$ cat config.mk
export PLATFORM = sky130hd
export DESIGN_NAME = cptg_out
export DESIGN_NICKNAME = d
export VERILOG_FILES = /design/src/design/cptg_pkg.sv /design/src/design/cptg_out.sv
export SDC_FILE = /design/constraint.sdc
export NUM_CORES = 1
export LEC_CHECK = 0
export BUFFER_PORTS_ARGS = -buffer_cell sky130_fd_sc_hd__buf_2
export CORE_MARGIN = 3
export CORE_UTILIZATION = 44
export CTS_CLUSTER_SIZE = 28
export DETAILED_ROUTE_END_ITERATION = 8
export PLACE_DENSITY = 0.72
export SYNTH_ARGS = -nofsm -noshare
export SYNTH_HDL_FRONTEND = slang
export SYNTH_SLANG_ARGS = --single-unit
$ cat constraint.sdc
create_clock -name clk -period 1.25 [get_ports clk]
set_input_delay 0.0625 -clock clk [delete_from_list [all_inputs] [get_ports clk]]
set_output_delay 0.0625 -clock clk [all_outputs]
set_load 0.01 [all_outputs]
$ cat src/design/cptg_pkg.sv
// Shared types and constants for the carrier pulse train generator.
// No dependencies; every other design file imports this package.
`default_nettype none

package cptg_pkg;

  localparam int PATTERN_DEPTH = 256;
  localparam int ADDR_W        = $clog2(PATTERN_DEPTH);
  localparam int TIME_W        = 48;
  localparam int POS_W         = 9;
  localparam int IDX_W         = 8;
  localparam int DUR_W         = 32;
  localparam int CFG_W         = 16;
  localparam int CFG_IDX_W     = 3;
  localparam int LEN_W         = 9;
  localparam int REP_W         = 16;
  localparam int CAR_W         = 16;

  typedef enum logic [1:0] {
    OP_TICK  = 2'd0,
    OP_WRITE = 2'd1,
    OP_START = 2'd2,
    OP_STOP  = 2'd3
  } op_t;

  typedef enum logic [1:0] {
    ST_STOPPED = 2'd0,
    ST_READY   = 2'd1,
    ST_ACTIVE  = 2'd2,
    ST_PENDING = 2'd3
  } status_t;

  typedef enum logic [CFG_IDX_W-1:0] {
    CFG_INVERT = 3'd0,
    CFG_PERIOD = 3'd1,
    CFG_HIGH   = 3'd2,
    CFG_REPEAT = 3'd3,
    CFG_LENGTH = 3'd4
  } cfg_idx_t;

  // One classified input item as it waits for the execution stage.
  typedef struct packed {
    op_t              op;
    logic [IDX_W-1:0] idx;
    logic             idx_ok;
    logic [DUR_W-1:0] dur;
    logic [DUR_W-1:0] delay;
    logic             delay_zero;
  } cmd_t;

  typedef struct packed {
    logic             pin;
    status_t          status;
    logic [POS_W-1:0] pos;
  } res_t;

  typedef struct packed {
    logic             valid;
    cfg_idx_t         index;
    logic [CFG_W-1:0] data;
  } cfg_wr_t;

endpackage

`default_nettype wire

$ cat src/design/cptg_out.sv
// Result side: a two-entry queue of result items read by empty and pop.
// Depends on cptg_pkg.
`default_nettype none

module cptg_out (
  input  logic                       clk,
  input  logic                       rst,
  input  cptg_pkg::res_t             res,
  input  logic                       res_valid,
  output logic                       res_room,
  output logic                       empty,
  input  logic                       pop,
  output logic                       pin_level,
  output logic [1:0]                 run_status,
  output logic [cptg_pkg::POS_W-1:0] pattern_position
);
  import cptg_pkg::*;

  res_t       slots [2];
  res_t       head;
  logic       wptr;
  logic       rptr;
  logic [1:0] count;
  logic       take;

  assign res_room         = (count != 2'd2);
  assign empty            = (count == 2'd0);
  assign take             = pop && !empty;
  assign head             = slots[rptr];
  assign pin_level        = head.pin;
  assign run_status       = head.status;
  assign pattern_position = head.pos;

  always_ff @(posedge clk) begin
    if (res_valid) begin
      slots[wptr] <= res;
    end
  end

  always_ff @(posedge clk) begin
    if (rst) begin
      wptr  <= 1'b0;
      rptr  <= 1'b0;
      count <= 2'd0;
    end else begin
      if (res_valid) begin
        wptr <= ~wptr;
      end
      if (take) begin
        rptr <= ~rptr;
      end
      case ({res_valid, take})
        2'b10:   count <= count + 2'd1;
        2'b01:   count <= count - 2'd1;
        default: count <= count;
      endcase
    end
  end

endmodule

`default_nettype wire

==> results of run 1 <==
-- registers in the layout, indices dropped and copies added (netlist names), named ones only --
register and count:
wptr 1, rptr 1, count 2, slots 24
-- per-layer routing --
metal	vias up	track usage, %	share of wire [%]
li1	332	-	-
met1	297	14.0	45
met2	26	20.9	46
met3	7	4.91	6.7
met4	0	9.38	2.5
met5	-	0	0
-- worst paths after layout --
check            start  endpoint  slack (ns)
min reg2reg       rptr      rptr        0.53
max reg2reg   count[1]  count[1]       -0.09
min          res_valid      wptr        0.02
max           count[1]  count[1]       -0.09
-- critical path, delay by kind of cell (launching register included) --
kind	cells	cell delay (ns)
xor+xnor	1	0.12
fa+ha+maj	1	0.15
simple gates	1	0.30
flops	1	0.33
compound gates	2	0.36
-- per-stage QoR --
| stage | utilization, % | hold WS, ns | total power [mW] | cell area, sq um | setup TNS, ns |
|---|---|---|---|---|---|
| 2_1_floorplan | - | 0.127 | 1.66 | 1090 | -0.0404 |
| 3_3_place_gp | 58.6 | 0.250 | 1.95 | 1320 | -0.0167 |
| 3_5_place_dp | 58.6 | 0.254 | 1.97 | 1320 | -0.0545 |
| 5_1_grt | 69.5 | 0.0590 | 2.72 | 1570 | -1.24 |
| 6_report | 69.5 | 0.0226 | 2.59 | 1570 | -0.661 |
| 4_1_cts | 68.4 | 0.0145 | 2.57 | 1540 | -1.02 |
-- synth_stat cells (all sizes together) --
cell / instances / area (sq um)
a21oi: 1 / 5.00
and2: 1 / 6.26
buf: 1 / 5.00
dfxtp: 5 / 100
edfxtp: 24 / 721
ha: 1 / 12.5
inv: 1 / 3.75
mux2: 12 / 135
nand2b: 1 / 6.26
nor2: 6 / 22.5
o21a: 1 / 8.76
o21ai: 1 / 5.00
or3: 1 / 6.26
xnor2: 3 / 26.3
xor2: 1 / 8.76
-- power by group through the flow --
stage               combinational, mW  clock [mW]  sequential, mW
floorplan                       0.429           0            1.23
global placement                0.735           0            1.21
detailed placement              0.748           0            1.22
CTS                             0.864       0.502            1.20
global route                    0.967       0.535            1.22
finish                          0.901       0.476            1.21
-- final cells by class --
cell class / instances / share of cell area, %
inverter: 1 / 0.239
multi-input combinational: 29 / 18.1
timing repair buffer: 50 / 24.0
tap: 28 / 2.23
clock inverter: 1 / 0.239
sequential: 29 / 52.5
clock buffer: 6 / 2.63
-- repair_timing --
| action | CTS | global route |
|---|---|---|
| pin swaps | 0 | 2 |
| gates resized for setup | 9 | 6 |
| hold endpoints to repair | 29 | 0 |
| hold buffers | 13 | 0 |
| setup endpoints to repair | 13 | 13 |
-- cell families after synthesis --
family | Yosys count | share of synthesized area, %
adders and majority gates | 1 | 1.17
and+or+nand+nor | 9 | 3.85
muxes | 12 | 12.6
DFF | 29 | 76.5
xor gates and xnor gates | 4 | 3.27
AOI/OAI and AO/OA | 3 | 1.75
buffers and inverters | 2 | 0.816
==> out/metrics.cfg, run 1 <==
[status]
status = finished, violations left
violations = negative setup slack

[global_route]
grt_max_degree = 13
grt_pass1_wl_microns = 2940
vias_in_the_first_global_route = 694
grt_overflow = 0
antenna_found_initial = 0
combined_global_route_utilization_of_all_metal_layers_pct = 13.1

[yosys]
postSynthAreaPerCell_sq_um = 17.9
ys_warn_count = 0
sequential_to_total_area_share_from_yosys_stat_pct = 76.5
synth_cell_types = 15
syn_inst = 60
netlist_area_sq_mm = 0.00107
synth-seq-cells = 29
synth_nets = 77

[cells_and_area]
multi_input_gate_area_in_the_final_layout_sq_um = 284
layout.nets = 133
post_route_cells_drive_above_1_share_pct = 50.0
final.fill_count = 167
post_layout_nonfiller_instances = 144
antenna-diode-count = 0
sequential_cell_area_sq_um = 823
area_growth_syn_to_layout_pct = 46.2
layout.cells.most_common = edfxtp_1
final_cell_mix = edfxtp_1, buf_2, dlygate4sd3_1

[clock_tree]
clock_tree.buffer_depth = 2
clock_tree.root_cell = clkbuf_4
cts_tree = built
htreeDepth = 2
post-cts-setup-buffers = 0
tritoncts_num_sinks = 29
clk_pin_slew_worst_paths_ns = 0.08
worstSkewPairLatency_ns = 0.31
cts_made_buffers = 5

[timing]
max_freq_mhz = 746
grt_setup_unrepaired = true
worstMarginPinSlew_ns = 0.167
hold_viol_final = 0
slew_headroom_pct = 88.8
layout_setup_ws_ns = -0.0907
finalMaxSlewViolations = 0
final_period_demand_of_the_worst_path_ns = 1.34
fin_worst_skew_ns = 0.00566
report.final.setup_viol = 13
min_period_over_period_pct = 107

[floorplan]
die_width_microns = 55.4
die_ht_microns = 55.4
placementRows = 17
start_util_pct = 47.6
design.core.area_sq_mm = 0.00225
design.portCount = 30
die_area_sq_mm = 0.00307

[setup_path]
cp_cell_sequence = o21a_4 > ha_4 > xnor2_1 > or3_1 > a21oi_1
cp_max_fo = 2
required_time_of_the_worst_setup_path_ns = 1.49
critical_path.max_stage_delay_ns = 0.33
worst_setup_path_start_kind = flip-flop
cp-end-kind = flip-flop
arrival_time_reported_for_the_critical_path_endpoint_ns = 1.58
crit_type = reg -> reg
rr_worst_depth = 5
crit_path_top_delay_cell = dfxtp_1

[detailed_routing]
routed_wl_microns = 1780
antenna_left = 0
drtIter0Drc = 10
via_per_inst = 4.60
vias = 662
drt_pass1_iterations = 4
drc_errors = 0
route.detailed.wl_per_inst_microns = 12.4

[power]
leakagePower_nw = 0.625
share_clk_of_total_power_pct = 18.4
vdd.ir_drop.worst_mv = 1.01
sequentialPowerShare_pct = 46.8
switching_share_pct = 26.4
total_switching_power_uw = 684
power-per-cell-area_mw_per_mm2 = 1650
power_share_of_the_combinational_group_pct = 34.8
power_report.internal_total_mw = 1.90

[min_path]
min_path_cells = 3
tightest_hold_check_type = in -> reg

[place]
dp.final_hpwl_microns = 1150
buffer_ports.inserted = 29
place_inst = 124
preCtsSetupSlack_ns = -0.0545
globalplace.congestion = 0.650

[run]
maxCapViolations = 0

Power figures use the tool's default switching activity.
==> inputs of run 2 (changes only) <==
==> config.mk (replaced) <==
export PLATFORM = sky130hd
export DESIGN_NAME = cptg_out
export DESIGN_NICKNAME = d
export VERILOG_FILES = /design/src/design/cptg_pkg.sv /design/src/design/cptg_out.sv
export SDC_FILE = /design/constraint.sdc
export NUM_CORES = 1
export LEC_CHECK = 0
export ABC_CLOCK_PERIOD_IN_PS = 1250
export BUFFER_PORTS_ARGS = -buffer_cell sky130_fd_sc_hd__clkbuf_2
export CORE_MARGIN = 3
export CORE_UTILIZATION = 47
export CTS_BUF_LIST = sky130_fd_sc_hd__clkbuf_8
export CTS_CLUSTER_SIZE = 28
export DETAILED_ROUTE_END_ITERATION = 8
export PLACE_DENSITY = 0.76
export SYNTH_ARGS = -nofsm -noshare
export SYNTH_HDL_FRONTEND = slang
export SYNTH_SLANG_ARGS = --single-unit
==> run 2 against run 1 <==
- the flow still finishes with violations (negative setup slack)
- critical endpoint unchanged
- register-to-register slack is essentially flat
- power is 19% higher
- largest power group unchanged
- routed wire length is 25% higher
- first-iteration DRC count increased by 30%
==> out/metrics.cfg, run 2 (synthesis results as in run 1) <==
[clock_tree]
tritoncts_num_sinks = 29
worstSkewPairLatency_ns = 0.27
clock_tree.root_cell = clkbuf_8
cts_made_buffers = 5
clock_tree.buffer_depth = 2
clk_pin_slew_worst_paths_ns = 0.06
cts_tree = built
post-cts-setup-buffers = 0
htreeDepth = 2

[cells_and_area]
layout.nets = 132
layout.cells.most_common = edfxtp_1
largest_register = slots
finalCoreUtilization_pct = 81.7
area_growth_syn_to_layout_pct = 57.1
antenna-diode-count = 0
final_cell_mix = edfxtp_1, clkbuf_2, mux2_4, dlygate4sd3_1, buf_6
layout_top_registers = slots: 24 flops, count: 2 flops
post_route_cells_drive_above_1_share_pct = 53.4
postLayoutCellArea_sq_mm = 0.00168
largest_register_ffs = 24

[global_route]
antenna_found_initial = 0
grt_pass1_wl_microns = 3060
vias_in_the_first_global_route = 709
grt_overflow = 0
grt_max_degree = 13
combined_global_route_utilization_of_all_metal_layers_pct = 16.2

[timing]
fin_worst_skew_ns = 0.00404
final_period_demand_of_the_worst_path_ns = 1.35
grt_setup_unrepaired = true
min_period_over_period_pct = 108
finalMaxSlewViolations = 0
fin_setup_tns_ns = -0.171
max_freq_mhz = 740
worstMarginPinSlew_ns = 0.216
hold_viol_final = 0
layout_setup_ws_ns = -0.101
report.final.setup_viol = 9
slew_headroom_pct = 85.5

[setup_path]
worst_setup_path_start_kind = flip-flop
crit_type = reg -> reg
cp_max_fo = 2
arrival_time_reported_for_the_critical_path_endpoint_ns = 1.56
rr_worst_depth = 5
required_time_of_the_worst_setup_path_ns = 1.46
ff2ff_setup_slack_ns = -0.10
critPathLaunch = count[0]
worst_flop_to_flop_path_startpoint = count[0]
cp-end-kind = flip-flop
crit-reg2reg-capture = count[1]

[detailed_routing]
antenna_left = 0
route.detailed.wl_per_inst_microns = 15.6
drc_errors = 0
vias = 690
drt_pass1_iterations = 4
routed_wl_microns = 2240
via_per_inst = 4.83
drtIter0Drc = 13

[power]
sequentialPowerShare_pct = 39.4
total_switching_power_uw = 797
vdd.ir_drop.worst_mv = 1.58
leakagePower_nw = 0.690
power_share_of_the_combinational_group_pct = 33.9
power-per-cell-area_mw_per_mm2 = 1830
switching_share_pct = 25.8
finalPower_mw = 3.08
power_report.internal_total_mw = 2.29
share_clk_of_total_power_pct = 26.6

[status]
status = finished, violations left
violations = negative setup slack

[min_path]
launch_point_of_the_worst_hold_path = rst
min_path_cells = 2
tightest_hold_check_type = in -> reg
timing.hold.worst_endpoint = count[1]

[place]
detailed_place.area_sq_mm = 0.00133
buffer_ports.inserted = 29
globalplace.congestion = 0.656
dp.final_hpwl_microns = 1260

[floorplan]
start_util_pct = 52.0
design.core.area_sq_mm = 0.00206
die_ht_microns = 53.8
design.portCount = 30
placementRows = 16
die_width_microns = 53.8
die_area_sq_mm = 0.00289

[run]
maxCapViolations = 0

[run 2: cell type report]
cell class | count | area, sq um
inverters | 1 | 3.75
clock inverters | 1 | 5.00
fillers | 119 | 378
multi-input cells | 29 | 304
clock buffers | 7 | 96.3
repair buffers | 49 | 418
flip-flops and latches | 29 | 823
well taps | 27 | 33.8
[run 2: timing repair]
action | in CTS | in global routing
hold buffers | 12 | 0
endpoints found under the setup margin | 13 | 13
gates cloned | 0 | 0
endpoints found under the hold margin | 24 | 0
resized for setup | 16 | 23
[run 2: critical path, stage by stage, from the launching register on]
cell and delay (ns):
dfxtp_2 0.32, o21a_2 0.23, ha_4 0.16, xnor2_1 0.13
or3_1 0.33, a21oi_2 0.12
[run 2: metal layers]
metal	global-route usage (%)	routed length [microns]	share of wire, %
met3	5.82	117	5.2
met2	28.4	1220	55
met4	11.5	37	1.7
met1	15.5	859	38
met5	0	0	0
[run 2: stage by stage]
step | instances | hold WS (ns) | worst slack, ns
final | 143 | 0.0219 | -0.101
after global routing | 143 | 0.0318 | -0.150
after CTS | 143 | 0.00928 | -0.0945
after detailed placement | 123 | 0.257 | -0.0465
after global placement | 123 | 0.252 | -0.0102
after floorplan | 60 | 0.127 | -0.0404
[run 2: worst max path at each step]
stage                     cells past startpoint  slack, ns        to
final                                         5      -0.10  count[1]
after global routing                          5      -0.15  count[1]
after CTS                                     5      -0.09  count[1]
after detailed placement                      5      -0.05  count[1]
after global placement                        5      -0.01  count[1]
after floorplan                               5      -0.04  count[1]
[run 2: power groups by stage]
| stage | Clock [mW] | Combinational [mW] | Sequential (mW) |
|---|---|---|---|
| finish | 0.822 | 1.05 | 1.22 |
| global route | 0.872 | 1.12 | 1.22 |
| CTS | 0.834 | 0.913 | 1.21 |
| detailed placement | 0 | 0.768 | 1.22 |
| global placement | 0 | 0.741 | 1.21 |
| floorplan | 0 | 0.429 | 1.23 |
==> inputs of run 3 (changes only) <==
--- a/config.mk
+++ b/config.mk
@@ -5,14 +5,14 @@
 export SDC_FILE = /design/constraint.sdc
 export NUM_CORES = 1
 export LEC_CHECK = 0
-export ABC_CLOCK_PERIOD_IN_PS = 1250
+export ABC_CLOCK_PERIOD_IN_PS = 1600
 export BUFFER_PORTS_ARGS = -buffer_cell sky130_fd_sc_hd__clkbuf_2
 export CORE_MARGIN = 3
-export CORE_UTILIZATION = 47
+export CORE_UTILIZATION = 56
 export CTS_BUF_LIST = sky130_fd_sc_hd__clkbuf_8
 export CTS_CLUSTER_SIZE = 28
 export DETAILED_ROUTE_END_ITERATION = 8
-export PLACE_DENSITY = 0.76
+export PLACE_DENSITY = 0.85
 export SYNTH_ARGS = -nofsm -noshare
 export SYNTH_HDL_FRONTEND = slang
 export SYNTH_SLANG_ARGS = --single-unit
==> constraint.sdc (replaced) <==
create_clock -name clk -period 1.6 [get_ports clk]
set_input_delay 0.08 -clock clk [delete_from_list [all_inputs] [get_ports clk]]
set_output_delay 0.08 -clock clk [all_outputs]
set_load 0.01 [all_outputs]
==> run 3 against run 2 <==
- the run now ends clean
- die area is 14% lower
- critical path depth decreased by 1
- non-clock buffer count is 9 lower
- highest routed layer unchanged
- clock skew grew 0.0051 ns
- critical endpoint unchanged
- critical path type unchanged
- via count shrank 3.8%
- design area fell by 13%
- sequential power fell by 19%
- clock power shrank 6.9%
- routed wire length is 11% lower
- largest cell class unchanged
- flip-flop and latch count stayed put
- combinational power decreased by 55%
- core utilization up 1.8 points
- largest power group unchanged
==> out/metrics.cfg, run 3 (synthesis results as in run 1) <==
[detailed_routing]
drtIter0Drc = 9
highest_metal_layer_with_signal_wires = met4
drt_pass1_iterations = 2
route.detailed.wl_per_inst_microns = 15.1
met3_length_microns = 89
antenna_left = 0
via_per_inst = 5.03
routed-wl-met2_microns = 1160
drc_errors = 0
vias = 664
routed_wl_microns = 2000
met1Wirelength_microns = 719

[setup_path]
crit_type = reg -> reg
cp_max_fo = 5
arrival_time_reported_for_the_critical_path_endpoint_ns = 1.70
crit_path_top_delay_cell = or3_1
critical_path.max_stage_delay_ns = 0.37
worst_flop_to_flop_path_startpoint = count[0]
required_time_of_the_worst_setup_path_ns = 1.81
worst_setup_path_start_kind = flip-flop
cp_cell_sequence = o21a_2 > ha_1 > or3_1 > a21oi_1
cp-end-kind = flip-flop
critPathLaunch = count[0]

[clock_tree]
tritoncts_num_sinks = 29
clk_pin_slew_worst_paths_ns = 0.06
htreeDepth = 2
clock_tree.root_cell = clkbuf_8
post-cts-setup-buffers = 0
worstSkewPairLatency_ns = 0.27
clock_tree.buffer_depth = 2
cts_tree = built
cts_made_buffers = 5

[power]
leakagePower_nw = 0.580
power_report.internal_total_mw = 1.67
sequentialPowerShare_pct = 44.6
finalPower_mw = 2.23
switching_share_pct = 25.2
vdd.ir_drop.worst_mv = 1.51
power_share_of_the_combinational_group_pct = 21.1
total_switching_power_uw = 562
power-per-cell-area_mw_per_mm2 = 1510
share_clk_of_total_power_pct = 34.3

[cells_and_area]
layout_top_registers = slots: 24 flops, count: 2 flops
largest_register_ffs = 24
final_cell_mix = clkbuf_2, edfxtp_1, mux2_2
finalCoreUtilization_pct = 83.5
post_route_cells_drive_above_1_share_pct = 48.6
post_layout_nonfiller_instances = 132
layout.cells.most_common = clkbuf_2
area_growth_syn_to_layout_pct = 37.3
postLayoutCellArea_sq_mm = 0.00147
layout.nets = 123
largest_register = slots
antenna-diode-count = 0

[timing]
fin_worst_skew_ns = 0.00910
finalMaxSlewViolations = 0
fin_setup_tns_ns = 0
slew_headroom_pct = 63.7
hold_viol_final = 0
max_freq_mhz = 671
min_period_over_period_pct = 93.2
worstMarginPinSlew_ns = 0.545
final_period_demand_of_the_worst_path_ns = 1.49
report.final.setup_viol = 0
grt_setup_unrepaired = false

[floorplan]
start_util_pct = 60.8
die_width_microns = 49.8
die_ht_microns = 49.8
placementRows = 15
design.core.area_sq_mm = 0.00176
design.portCount = 30
die_area_sq_mm = 0.00248

[min_path]
launch_point_of_the_worst_hold_path = res[9]
tightest_hold_check_type = in -> reg

[status]
status = completed

[run]
maxCapViolations = 0

[place]
globalplace.congestion = 0.613
dp.final_hpwl_microns = 1150
buffer_ports.inserted = 29
place_inst = 114
detailed_place.area_sq_mm = 0.00125

[global_route]
grt_max_degree = 13
vias_in_the_first_global_route = 723
antenna_found_initial = 0
combined_global_route_utilization_of_all_metal_layers_pct = 19.3
grt_overflow = 0
grt_pass1_wl_microns = 3340

[run 3: through the flow]
step                      setup WS [ns]  hold slack (ns)
after global routing             0.0445          0.00319
after global placement            0.217            0.269
after CTS                        0.0321          0.00318
final                             0.109          0.00800
after floorplan                   0.233            0.149
after detailed placement          0.147            0.272
[run 3: critical path: cells and delay by family, from the launching register on]
| kind | cells | cell delay [ns] |
|---|---|---|
| flip-flops | 1 | 0.36 |
| adder cells (fa/ha/maj) | 1 | 0.32 |
| AND/OR/NAND/NOR | 1 | 0.37 |
| AO/OA/AOI/OAI | 2 | 0.38 |
[run 3: layer usage]
layer / up-vias / GRT usage, %
met3: 5 / 6.95
met4: 0 / 9.22
met2: 19 / 35.2
li1: 313 / -
met5: - / 0
met1: 327 / 18.9
[run 3: power by group through the flow]
stage	registers, mW	logic (mW)	clock network (mW)
4_1_cts	0.991	0.471	0.772
2_1_floorplan	0.958	0.323	0
3_3_place_gp	0.996	0.425	0
3_5_place_dp	1.01	0.439	0
6_report	0.994	0.471	0.765
5_1_grt	1.01	0.514	0.807
[run 3: area by class of cell]
class,instances,area (sq um)
sequential,29,822
fill,109,292
timing repair buffer,40,253
multi-input combinational,29,243
clock buffer,6,82.6
clock inverter,2,37.5
tap,25,31.3
inverter,1,3.75
[run 3: worst paths after layout]
path,to,slack (ns),cells after the start
max reg2reg,count[1],0.11,4
min reg2reg,rptr,0.56,2
min,slots[1][9],0.008,1
max,count[1],0.11,4
[run 3: what timing repair did]
| action | CTS | global route |
|---|---|---|
| gates resized for setup | 0 | 1 |
| setup endpoints to repair | 0 | 12 |
| endpoints found under the hold margin | 18 | 0 |
| hold buffers | 10 | 0 |
